$ cat config.mk
export PLATFORM = sky130hd
export DESIGN_NAME = servo_write_packet_framer_unit
export DESIGN_NICKNAME = d
export VERILOG_FILES = /design/src/rtl/core/swpf_pkg.sv /design/src/rtl/core/servo_write_packet_framer_unit.sv /design/src/rtl/core/swpf_csr.sv /design/src/rtl/core/swpf_sequencer.sv /design/src/rtl/core/swpf_datapath.sv
export SDC_FILE = /design/constraint.sdc
export NUM_CORES = 1
export LEC_CHECK = 0
export ABC_CLOCK_PERIOD_IN_PS = 6100
export CAP_MARGIN = 0
export CORE_ASPECT_RATIO = 2
export CORE_MARGIN = 2
export CORE_UTILIZATION = 50
export DETAILED_ROUTE_END_ITERATION = 10
export DONT_BUFFER_PORTS = 1
export GPL_ROUTABILITY_DRIVEN = 0
export PLACE_DENSITY_LB_ADDON = 0.25
export SKIP_LAST_GASP = 1
export SYNTH_ARGS = -nofsm -noshare
export SYNTH_HDL_FRONTEND = slang
export SYNTH_HIERARCHICAL = 1
export SYNTH_SLANG_ARGS = --single-unit
$ cat constraint.sdc
create_clock -name clock -period 6.1 [get_ports clock]
set_input_delay 0.915 -clock clock [delete_from_list [all_inputs] [get_ports clock]]
set_output_delay 0.915 -clock clock [all_outputs]
set_load 0.05 [all_outputs]
$ cat src/rtl/core/swpf_pkg.sv
// Shared types, constants and the microcode table of the servo write packet framer.
// Depends on nothing; imported by every framer module.
`default_nettype none

package swpf_pkg;

   localparam int MAX_DATA     = 4;
   localparam int DATA_FIELDS  = 4;
   localparam int CNT_W        = $clog2(MAX_DATA + 1);
   localparam int STEP_W       = 3;
   localparam int ADDR_W       = 3;

   localparam logic [7:0] HDR_BYTE     = 8'hFF;
   localparam logic [7:0] WRITE_INSTR  = 8'h03;
   localparam logic [7:0] LEN_OVERHEAD = 8'd3;

   // Register index of device_id, taken from paddr bit 2.
   localparam logic REG_DEVICE_ID = 1'b0;
   localparam logic [7:0] DEVICE_ID_RESET = 8'd1;

   typedef enum logic [2:0] {
      SEL_HDR,
      SEL_ID,
      SEL_LEN,
      SEL_INSTR,
      SEL_ADDR,
      SEL_DATA,
      SEL_CSUM
   } byte_sel_type;

   typedef enum logic [1:0] {
      SUM_HOLD,
      SUM_LOAD,
      SUM_ADD
   } sum_op_type;

   typedef enum logic [1:0] {
      BR_NEXT,
      BR_SKIP_EMPTY,
      BR_LOOP,
      BR_END
   } branch_type;

   typedef struct packed {
      byte_sel_type       sel;
      sum_op_type         sum_op;
      logic               last;
      branch_type         branch;
      logic [STEP_W-1:0]  target;
   } ucode_type;

   typedef struct packed {
      logic no_data;
      logic more_data;
   } flags_type;

   typedef struct packed {
      logic      load;
      logic      run;
      ucode_type uc;
   } dp_ctrl_type;

   localparam logic [STEP_W-1:0] STEP_DATA = 3'd6;
   localparam logic [STEP_W-1:0] STEP_CSUM = 3'd7;

   // One control word per packet byte; the data step repeats per data byte.
   function automatic ucode_type ucode_rom(input logic [STEP_W-1:0] step);
      ucode_type w;
      w = '{SEL_HDR, SUM_HOLD, 1'b0, BR_NEXT, '0};
      case (step)
         3'd0: w = '{SEL_HDR,   SUM_HOLD, 1'b0, BR_NEXT,       '0};
         3'd1: w = '{SEL_HDR,   SUM_HOLD, 1'b0, BR_NEXT,       '0};
         3'd2: w = '{SEL_ID,    SUM_LOAD, 1'b0, BR_NEXT,       '0};
         3'd3: w = '{SEL_LEN,   SUM_ADD,  1'b0, BR_NEXT,       '0};
         3'd4: w = '{SEL_INSTR, SUM_ADD,  1'b0, BR_NEXT,       '0};
         3'd5: w = '{SEL_ADDR,  SUM_ADD,  1'b0, BR_SKIP_EMPTY, STEP_CSUM};
         3'd6: w = '{SEL_DATA,  SUM_ADD,  1'b0, BR_LOOP,       STEP_DATA};
         3'd7: w = '{SEL_CSUM,  SUM_HOLD, 1'b1, BR_END,        '0};
         default: w = '{SEL_CSUM, SUM_HOLD, 1'b1, BR_END, '0};
      endcase
      return w;
   endfunction

   function automatic logic [CNT_W-1:0] sat_count(input logic [2:0] count);
      if (int'(count) > MAX_DATA) begin
         return CNT_W'(MAX_DATA);
      end
      return CNT_W'(count);
   endfunction

endpackage

`default_nettype wire

$ cat src/rtl/core/servo_write_packet_framer_unit.sv
// Top level of the servo bus write packet framer.
// Depends on swpf_pkg, swpf_csr, swpf_sequencer and swpf_datapath.
`default_nettype none

// A request (register address, data count and up to four data bytes) is taken
// at a rising edge where start is high and busy is low. The framer then sends
// the whole servo bus write packet, one byte per beat on rsp_packet_byte with
// rsp_valid high for that one cycle: 0xFF, 0xFF, device_id, count+3, 0x03,
// the register address, the data bytes and the checksum, which is the inverse
// of the 8-bit sum of device_id through the last data byte and is the only
// beat with rsp_last_byte set. A count above MAX_DATA is cut to MAX_DATA and a
// count of zero sends no data bytes. The receiver cannot stall: every beat
// shows for exactly one cycle and must be captured then. A request of n data
// bytes takes one step of the microcode sequencer per packet byte, and the
// first byte appears once the step counter and then the output byte register are loaded. Busy falls
// during the checksum step, so a following request is taken then and its
// packet follows the previous one with no gap. device_id is written through
// the APB port at byte address 0 and must only be changed while idle.
module servo_write_packet_framer_unit
   import swpf_pkg::*;
(
   input  wire logic              clock,
   input  wire logic              reset,
   // Request channel
   input  wire logic              start,
   output logic                   busy,
   input  wire logic [7:0]        req_reg_address,
   input  wire logic [2:0]        req_data_count,
   input  wire logic [7:0]        req_data_byte_0,
   input  wire logic [7:0]        req_data_byte_1,
   input  wire logic [7:0]        req_data_byte_2,
   input  wire logic [7:0]        req_data_byte_3,
   // Result channel
   output logic                   rsp_valid,
   output logic      [7:0]        rsp_packet_byte,
   output logic                   rsp_last_byte,
   // Configuration port
   input  wire logic              psel,
   input  wire logic              penable,
   input  wire logic              pwrite,
   input  wire logic [ADDR_W-1:0] paddr,
   input  wire logic [31:0]       pwdata,
   output logic      [31:0]       prdata,
   output logic                   pready
);

   logic [7:0]  device_id;
   logic [7:0]  req_data [DATA_FIELDS];
   flags_type   flags;
   dp_ctrl_type ctrl;

   assign req_data[0] = req_data_byte_0;
   assign req_data[1] = req_data_byte_1;
   assign req_data[2] = req_data_byte_2;
   assign req_data[3] = req_data_byte_3;

   swpf_csr u_csr (
      .clock     (clock),
      .reset     (reset),
      .psel      (psel),
      .penable   (penable),
      .pwrite    (pwrite),
      .paddr     (paddr),
      .pwdata    (pwdata),
      .prdata    (prdata),
      .pready    (pready),
      .device_id (device_id)
   );

   // The sequencer walks the packet program; the datapath only follows it.
   swpf_sequencer u_sequencer (
      .clock (clock),
      .reset (reset),
      .start (start),
      .flags (flags),
      .busy  (busy),
      .ctrl  (ctrl)
   );

   swpf_datapath u_datapath (
      .clock           (clock),
      .reset           (reset),
      .ctrl            (ctrl),
      .device_id       (device_id),
      .req_reg_address (req_reg_address),
      .req_data_count  (req_data_count),
      .req_data        (req_data),
      .flags           (flags),
      .rsp_valid       (rsp_valid),
      .rsp_packet_byte (rsp_packet_byte),
      .rsp_last_byte   (rsp_last_byte)
   );

endmodule

`default_nettype wire

$ cat src/rtl/core/swpf_csr.sv
// Configuration register file of the servo write packet framer (device_id).
// Depends on swpf_pkg.
`default_nettype none

module swpf_csr
   import swpf_pkg::*;
(
   input  wire logic              clock,
   input  wire logic              reset,
   input  wire logic              psel,
   input  wire logic              penable,
   input  wire logic              pwrite,
   input  wire logic [ADDR_W-1:0] paddr,
   input  wire logic [31:0]       pwdata,
   output logic      [31:0]       prdata,
   output logic                   pready,
   output logic      [7:0]        device_id
);

   logic [7:0] device_id_ff;
   logic [7:0] device_id_in;
   logic       hit;

   assign hit = (paddr[2] == REG_DEVICE_ID);

   always_comb begin
      device_id_in = device_id_ff;
      if (psel && penable && pwrite && hit) begin
         device_id_in = pwdata[7:0];
      end
   end

   always_ff @(posedge clock) begin
      if (reset) begin
         device_id_ff <= DEVICE_ID_RESET;
      end else begin
         device_id_ff <= device_id_in;
      end
   end

   assign prdata    = hit ? {24'd0, device_id_ff} : 32'd0;
   assign pready    = 1'b1;
   assign device_id = device_id_ff;

endmodule

`default_nettype wire

$ cat src/rtl/core/swpf_sequencer.sv
// Step counter and microcode fetch of the servo write packet framer.
// Depends on swpf_pkg.
`default_nettype none

module swpf_sequencer
   import swpf_pkg::*;
(
   input  wire logic        clock,
   input  wire logic        reset,
   input  wire logic        start,
   input  wire flags_type   flags,
   output logic             busy,
   output dp_ctrl_type      ctrl
);

   logic [STEP_W-1:0] step_ff;
   logic [STEP_W-1:0] step_in;
   logic              running_ff;
   logic              running_in;
   ucode_type         uc;
   logic              accept;

   assign uc     = ucode_rom(step_ff);
   // The checksum step frees the block, so the next request overlaps it.
   assign busy   = running_ff && (uc.branch != BR_END);
   assign accept = start && !busy;

   always_comb begin
      step_in    = step_ff;
      running_in = running_ff;
      if (accept) begin
         step_in    = '0;
         running_in = 1'b1;
      end else if (running_ff) begin
         case (uc.branch)
            BR_NEXT:       step_in = step_ff + 3'd1;
            BR_SKIP_EMPTY: step_in = flags.no_data ? uc.target : step_ff + 3'd1;
            BR_LOOP:       step_in = flags.more_data ? uc.target : step_ff + 3'd1;
            BR_END:        running_in = 1'b0;
            default:       running_in = 1'b0;
         endcase
      end
   end

   always_ff @(posedge clock) begin
      if (reset) begin
         step_ff    <= '0;
         running_ff <= 1'b0;
      end else begin
         step_ff    <= step_in;
         running_ff <= running_in;
      end
   end

   assign ctrl.load = accept;
   assign ctrl.run  = running_ff;
   assign ctrl.uc   = uc;

endmodule

`default_nettype wire

$ cat src/rtl/core/swpf_datapath.sv
// Request registers, checksum accumulator and byte output of the packet framer.
// Depends on swpf_pkg.
`default_nettype none

module swpf_datapath
   import swpf_pkg::*;
(
   input  wire logic        clock,
   input  wire logic        reset,
   input  wire dp_ctrl_type ctrl,
   input  wire logic [7:0]  device_id,
   input  wire logic [7:0]  req_reg_address,
   input  wire logic [2:0]  req_data_count,
   input  wire logic [7:0]  req_data [DATA_FIELDS],
   output flags_type        flags,
   output logic             rsp_valid,
   output logic [7:0]       rsp_packet_byte,
   output logic             rsp_last_byte
);

   logic [7:0]       addr_ff;
   logic [7:0]       len_ff;
   logic [CNT_W-1:0] remain_ff;
   logic [7:0]       data_ff [MAX_DATA];
   logic [7:0]       sum_ff;
   logic [7:0]       sum_in;
   logic [7:0]       byte_in;
   logic [CNT_W-1:0] count_sat;
   logic             data_step;
   logic             rsp_valid_ff;
   logic [7:0]       rsp_byte_ff;
   logic             rsp_last_ff;

   assign count_sat = sat_count(req_data_count);
   assign data_step = ctrl.run && (ctrl.uc.sel == SEL_DATA);

   always_comb begin
      case (ctrl.uc.sel)
         SEL_HDR:   byte_in = HDR_BYTE;
         SEL_ID:    byte_in = device_id;
         SEL_LEN:   byte_in = len_ff;
         SEL_INSTR: byte_in = WRITE_INSTR;
         SEL_ADDR:  byte_in = addr_ff;
         SEL_DATA:  byte_in = data_ff[0];
         SEL_CSUM:  byte_in = ~sum_ff;
         default:   byte_in = ~sum_ff;
      endcase
   end

   always_comb begin
      case (ctrl.uc.sum_op)
         SUM_LOAD: sum_in = byte_in;
         SUM_ADD:  sum_in = sum_ff + byte_in;
         default:  sum_in = sum_ff;
      endcase
   end

   assign flags.no_data   = (remain_ff == '0);
   assign flags.more_data = (remain_ff > CNT_W'(1));

   // Data bytes shift toward slot 0 as they are sent.
   always_ff @(posedge clock) begin
      if (ctrl.load) begin
         addr_ff   <= req_reg_address;
         len_ff    <= 8'(count_sat) + LEN_OVERHEAD;
         remain_ff <= count_sat;
         for (int i = 0; i < MAX_DATA; i++) begin
            data_ff[i] <= (i < DATA_FIELDS) ? req_data[i % DATA_FIELDS] : 8'd0;
         end
      end else if (data_step) begin
         remain_ff <= remain_ff - CNT_W'(1);
         for (int i = 0; i < MAX_DATA - 1; i++) begin
            data_ff[i] <= data_ff[i+1];
         end
         data_ff[MAX_DATA-1] <= 8'd0;
      end
      if (ctrl.run) begin
         sum_ff      <= sum_in;
         rsp_byte_ff <= byte_in;
         rsp_last_ff <= ctrl.uc.last;
      end
   end

   always_ff @(posedge clock) begin
      if (reset) begin
         rsp_valid_ff <= 1'b0;
      end else begin
         rsp_valid_ff <= ctrl.run;
      end
   end

   assign rsp_valid       = rsp_valid_ff;
   assign rsp_packet_byte = rsp_byte_ff;
   assign rsp_last_byte   = rsp_last_ff;

endmodule

`default_nettype wire

==> results of run 1 <==
power groups by stage:
stage          combinational, W  sequential, W  clock, W
6_report               0.000111       0.000676  0.000536
5_1_grt                0.000119       0.000678  0.000573
4_1_cts                0.000111       0.000676  0.000555
3_5_place_dp           0.000111       0.000689         0
3_3_place_gp           0.000108       0.000689         0
2_1_floorplan          0.000109       0.000686         0
through the flow:
step	setup WS, ns	utilization [%]
3_5_place_dp	2.80	49.9
5_1_grt	2.56	53.2
4_1_cts	2.79	53.2
2_1_floorplan	3.49	-
3_3_place_gp	2.85	49.9
6_report	2.74	53.2
worst min-delay path by stage:
stage | start | to | cells after the start
detailed placement | u_sequencer/uc[5] | u_datapath/rsp_last_byte | 0
global route | u_sequencer/uc[5] | u_datapath/rsp_last_byte | 0
CTS | u_sequencer/uc[5] | u_datapath/rsp_last_byte | 0
finish | u_sequencer/uc[5] | u_datapath/rsp_last_byte | 0
floorplan | u_sequencer/uc[5] | u_datapath/rsp_last_byte | 0
global placement | u_sequencer/uc[5] | u_datapath/rsp_last_byte | 0
per-layer routing:
| layer | up-vias | GRT usage, % |
|---|---|---|
| met4 | 0 | 9.55 |
| met5 | - | 0 |
| met3 | 14 | 5.22 |
| li1 | 1314 | - |
| met1 | 1348 | 16.4 |
| met2 | 103 | 35.1 |
cell usage in the layout (no fill, tap or decap), drive strengths merged, types with 3 or more instances in the layout:
cell type and instances:
nor4b 3, edfxtp 64, nand2 13, and2b 8, a21oi 9, dfxtp 23, o31ai 3, conb 26
nand2b 26, nor2b 13, clkbuf 9, o221ai 4, mux2 33, nand3 3, o21ai 14, mux2i 15
a211oi 3, a31oi 4, clkinv 4, buf 3, nor2 19, inv 26, a21o 6, xor2 3
a22oi 5, ha 20
layout make-up:
type | instances | area share (%)
Sequential cell | 87 | 48.4
Multi-Input combinational cell | 258 | 40.7
Clock buffer | 9 | 4.58
Tap cell | 104 | 2.64
Inverter | 23 | 1.75
Clock inverter | 7 | 1.50
Timing Repair Buffer | 3 | 0.458
state kept, by name, indices dropped and copies added, names as in the netlist:
signal and cells:
u_datapath/remain_ff 3, u_sequencer/uc 10, u_datapath/rsp_packet_byte 8, u_datapath/sum_ff 8, u_datapath/len_ff 4, u_sequencer/running_ff 1
u_datapath/addr_ff 8, u_datapath/rsp_valid 1, u_datapath/data_ff 32, u_csr/device_id 8, u_datapath/rsp_last_byte 1, u_sequencer/step_ff 3
==> reports/metrics.yaml, run 1 <==
cp-start-kind: "flip-flop"
via_per_inst: 5.66
wl_met3_um: 555
irDropWorstVdd_v: 0.000230
placed_area_um2: 4620
final.setup_skew_ns: 0.00712
holdCritPathClass: "flip-flop to flip-flop"
yosys_warnings: 6
wirelength_um: 9000
path_class: "flip-flop to flip-flop"
firstDrtPassIters: 5
wl_per_cell_um: 18.3
finalCriticalPeriod_ns: 3.36
initial_utilization_pct: 50.6
endpoint_kind: "flip-flop"
finalSetupViolCount: 0
ant_nets: 0
num_vias: 2779
p_sw_w: 0.000341
p_total_w: 0.00132
power.share.clock_pct: 40.5
p_comb_share_pct: 8.4
clk_pin_slew_worst_paths_ns: 0.07
critical_path_arrival_ns: 3.44
drive_above_1_share_pct: 20.2
cts_setup_buffers: 0
crit_path_start: "u_sequencer/uc[10]"
n_fill_cell: 813
cts_resized: 0
multi_input_area_um2: 2000
worst_r2r_endpoint: "u_datapath/sum_ff[6]"
worstReg2RegStart: "u_sequencer/uc[10]"
tns_ns: 0
worst_pin_slew_ns: 0.853
fin_cells: 491
grt_pass1_wl_um: 14000
met2_wirelength_um: 5210
power.internal_w: 0.000982
clk_latency_ns: 0.34
clkSinkCount: 87
endpoint: "u_datapath/sum_ff[6]"
cp.depth: 10
cts_tree: "built"
areaGrowthSynthToFinish_pct: 4.96
m1WireLength_um: 3060
critPathMaxFanout: 20
grt_max_degree: 36
finalCritPeriodShare_pct: 55.1
port_buffers: 0
diodes: 0
die_h_um: 141
seq_power_share_pct: 51.1
rsz0062_at_grt: "no"
cp_num_buf_inv: 0
status: "finished, final reports clean"
finalInstanceArea_um2: 4920
cts_buffers: 9
synthesis.area_um2: 4690
slew_viol_final: 0
cts_hold_buf: 0
drcViolationCount: 0
switching_share_pct: 25.8
clockBufferDepth: 2
reg2reg_setup_slack_ns: 2.74
p_per_area_nw_per_um2: 269
cts_root_buffer: "clkbuf_16"
grt_usage_pct: 18.3
reg2regPathDepth: 10
die_area_um2: 10200
crit_chain: "nand2b_4 > o21ai_1 > o221ai_1 > ha_1 > fa_1 > a21o_1 > a21o_1 > a21oi_1 > nor4bb_1 > nor3_1"
drt_iter0_drc: 127
core_area_um2: 9260
cts_htree_levels: 3
top_layer: "met4"
finalHoldViolations: 0
dp_hpwl_um: 6700
maxCapViolCount: 0
path_delay_family: "compound AO/OA/AOI/OAI gates"
layout.nets: 487
p_leak_nw: 1.83
register_area_um2: 2380
place_inst: 475
cp_slowest_cell: "dfxtp_1"
cp.required_ns: 6.17
cpPeakStageDelay_ns: 0.84
timing.critical_path.mode_cell: "a21o_1"
netlist_instances: 383
antenna_found_initial: 0
hold_slack_ns: 0.406
grt-ovfl-total: 0
io-pin-count: 128
maxSlewHeadroom_pct: 43.0
grt_pass1_vias: 2929
die_w_um: 72.5
fmax_mhz: 297
synth_area_per_cell_um2: 12.2
rows: 50
Power figures use the tool's default switching activity.
==> run 2: changes to the inputs <==
--- a/config.mk
+++ b/config.mk
@@ -5,7 +5,7 @@
 export SDC_FILE = /design/constraint.sdc
 export NUM_CORES = 1
 export LEC_CHECK = 0
-export ABC_CLOCK_PERIOD_IN_PS = 6100
+export ABC_CLOCK_PERIOD_IN_PS = 3100
 export CAP_MARGIN = 0
 export CORE_ASPECT_RATIO = 2
 export CORE_MARGIN = 2
==> constraint.sdc (replaced) <==
create_clock -name clock -period 3.1 [get_ports clock]
set_input_delay 0.465 -clock clock [delete_from_list [all_inputs] [get_ports clock]]
set_output_delay 0.465 -clock clock [all_outputs]
set_load 0.05 [all_outputs]
==> reports/metrics.yaml, run 2 (same netlist as run 1, synthesis figures left out) <==
cp_slowest_cell: "dfxtp_1"
drt_iter0_drc: 188
core_area_um2: 9260
path_class: "flip-flop to flip-flop"
clockBufferDepth: 2
grt_usage_pct: 18.3
cts_buffers: 9
firstDrtPassIters: 4
maxSlewHeadroom_pct: 42.0
cts_htree_levels: 3
grt_max_degree: 36
finalSetupViolCount: 0
final_cell_mix: "64 x edfxtp_1, 30 x mux2_2, 26 x conb_1"
num_vias: 2803
die_area_um2: 10200
die_h_um: 141
diodes: 0
switching_share_pct: 25.0
p_sw_w: 0.000637
fmax_mhz: 347
slew_viol_final: 0
cts_setup_buffers: 0
seq_power_share_pct: 52.1
finalCriticalPeriod_ns: 2.89
n_fill_cell: 819
critical_path_arrival_ns: 2.96
reg2reg_setup_slack_ns: 0.21
crit_chain: "nor3_1 > a31oi_1 > o21ai_0 > a221oi_2 > nor2_1 > ha_1 > o21ai_0 > o21bai_2 > a31oi_1 > mux2i_1 > a21oi_2"
tns_ns: 0
initial_utilization_pct: 50.6
p_comb_share_pct: 8.7
cp_num_buf_inv: 0
die_w_um: 72.5
power.internal_w: 0.00192
cts_root_buffer: "clkbuf_16"
grt-ovfl-total: 0
clk_latency_ns: 0.34
critPathMaxFanout: 7
placed_area_um2: 4740
ant_nets: 0
hold_end: "u_datapath/rsp_valid"
wirelength_um: 9110
final_common_cell: "edfxtp_1"
p_leak_nw: 1.89
finalHoldViolations: 0
worst_pin_slew_ns: 0.868
path_delay_family: "compound AO/OA/AOI/OAI gates"
layout.nets: 502
cp.required_ns: 3.18
drive_above_1_share_pct: 23.4
cpPeakStageDelay_ns: 0.50
io-pin-count: 128
status: "finished, final reports clean"
finalCritPeriodShare_pct: 93.1
holdCritPathClass: "primary input to flip-flop"
final.setup_skew_ns: 0.00853
worstReg2RegStart: "u_sequencer/uc[9]"
grt_pass1_wl_um: 13900
top_register: "u_datapath/data_ff"
irDropWorstVdd_v: 0.000554
endpoint_kind: "flip-flop"
rsz0062_at_grt: "no"
clk_pin_slew_worst_paths_ns: 0.06
dp_hpwl_um: 6880
port_buffers: 0
cp-start-kind: "flip-flop"
wl_per_cell_um: 18.0
min_from: "reset"
reg2regPathDepth: 11
antenna_found_initial: 0
whs_path_depth: 1
areaGrowthSynthToFinish_pct: 6.94
power.share.clock_pct: 39.2
largest_register_ffs: 32
grt_pass1_vias: 2873
cts_tree: "built"
drcViolationCount: 0
via_per_inst: 5.54
finalInstanceArea_um2: 5010
clkSinkCount: 87
rows: 50
maxCapViolCount: 0
p_per_area_nw_per_um2: 509
worst_r2r_endpoint: "u_datapath/sum_ff[7]"
-- run 2: cell count changes in the layout (fill, tap and decap cells not counted) --
| cell | delta |
|---|---|
| buf_4 | +15 |
| clkbuf_1 | +1 |
| clkinv_2 | +1 |
| clkinv_8 | -1 |
| clkinvlp_4 | +1 |
| dfxtp_1 | -2 |
| dfxtp_2 | +2 |
| inv_8 | -2 |
-- run 2: through the flow --
stage | utilization (%) | std cells | hold WS, ns | worst slack [ns] | power [W]
after floorplan | - | 406 | 0.386 | 0.487 | 0.00156
after CTS | 54.1 | 506 | 0.185 | 0.123 | 0.00258
after detailed placement | 51.1 | 490 | 0.393 | 0.159 | 0.00158
final | 54.2 | 506 | 0.195 | 0.215 | 0.00255
after global routing | 54.2 | 506 | 0.191 | 0.0662 | 0.00263
after global placement | 51.1 | 490 | 0.392 | 0.196 | 0.00157
-- run 2: timing repair --
item / 4_1_cts / 5_1_grt
resized for setup: 0 / 2
endpoints found under the setup margin: 0 / 1
hold endpoints to repair: 0 / 0
hold buffers: 0 / 0
-- run 2: layout make-up --
cell class / instances / area [µm²] / share of cell area, %
flip-flops and latches: 87 / 2380 / 47.6
multi-input cells: 258 / 2000 / 39.9
clock buffers: 10 / 229 / 4.57
repair buffers: 18 / 135 / 2.69
well taps: 104 / 130 / 2.59
inverters: 23 / 86.3 / 1.72
clock inverters: 6 / 47.5 / 0.948
-- run 2: per-layer routing --
layer  vias to the layer above  wire (µm)  global-route usage, %
li1                       1347          -                      -
met1                      1333       3080                   17.0
met2                       103       5180                   34.5
met3                        20        548                   5.58
met4                         0        296                   9.26
met5                         -          0                      0
-- run 2: worst max path at each step --
stage | from | endpoint | slack, ns | depth (start not counted)
floorplan | u_sequencer/uc[10] | u_datapath/sum_ff[6] | 0.49 | 13
global placement | u_sequencer/uc[10] | u_datapath/sum_ff[7] | 0.20 | 10
detailed placement | u_sequencer/uc[10] | u_datapath/sum_ff[7] | 0.16 | 10
CTS | u_sequencer/uc[10] | u_datapath/sum_ff[7] | 0.12 | 10
global route | u_sequencer/uc[9] | u_datapath/sum_ff[7] | 0.07 | 11
finish | u_sequencer/uc[9] | u_datapath/sum_ff[7] | 0.21 | 11
-- run 2: power groups by stage --
stage	clock network [W]	logic [W]	registers (W)
floorplan	0	0.000215	0.00135
global placement	0	0.000217	0.00136
detailed placement	0	0.000222	0.00136
CTS	0.00102	0.000222	0.00133
global route	0.00106	0.000239	0.00134
finish	0.00100	0.000222	0.00133
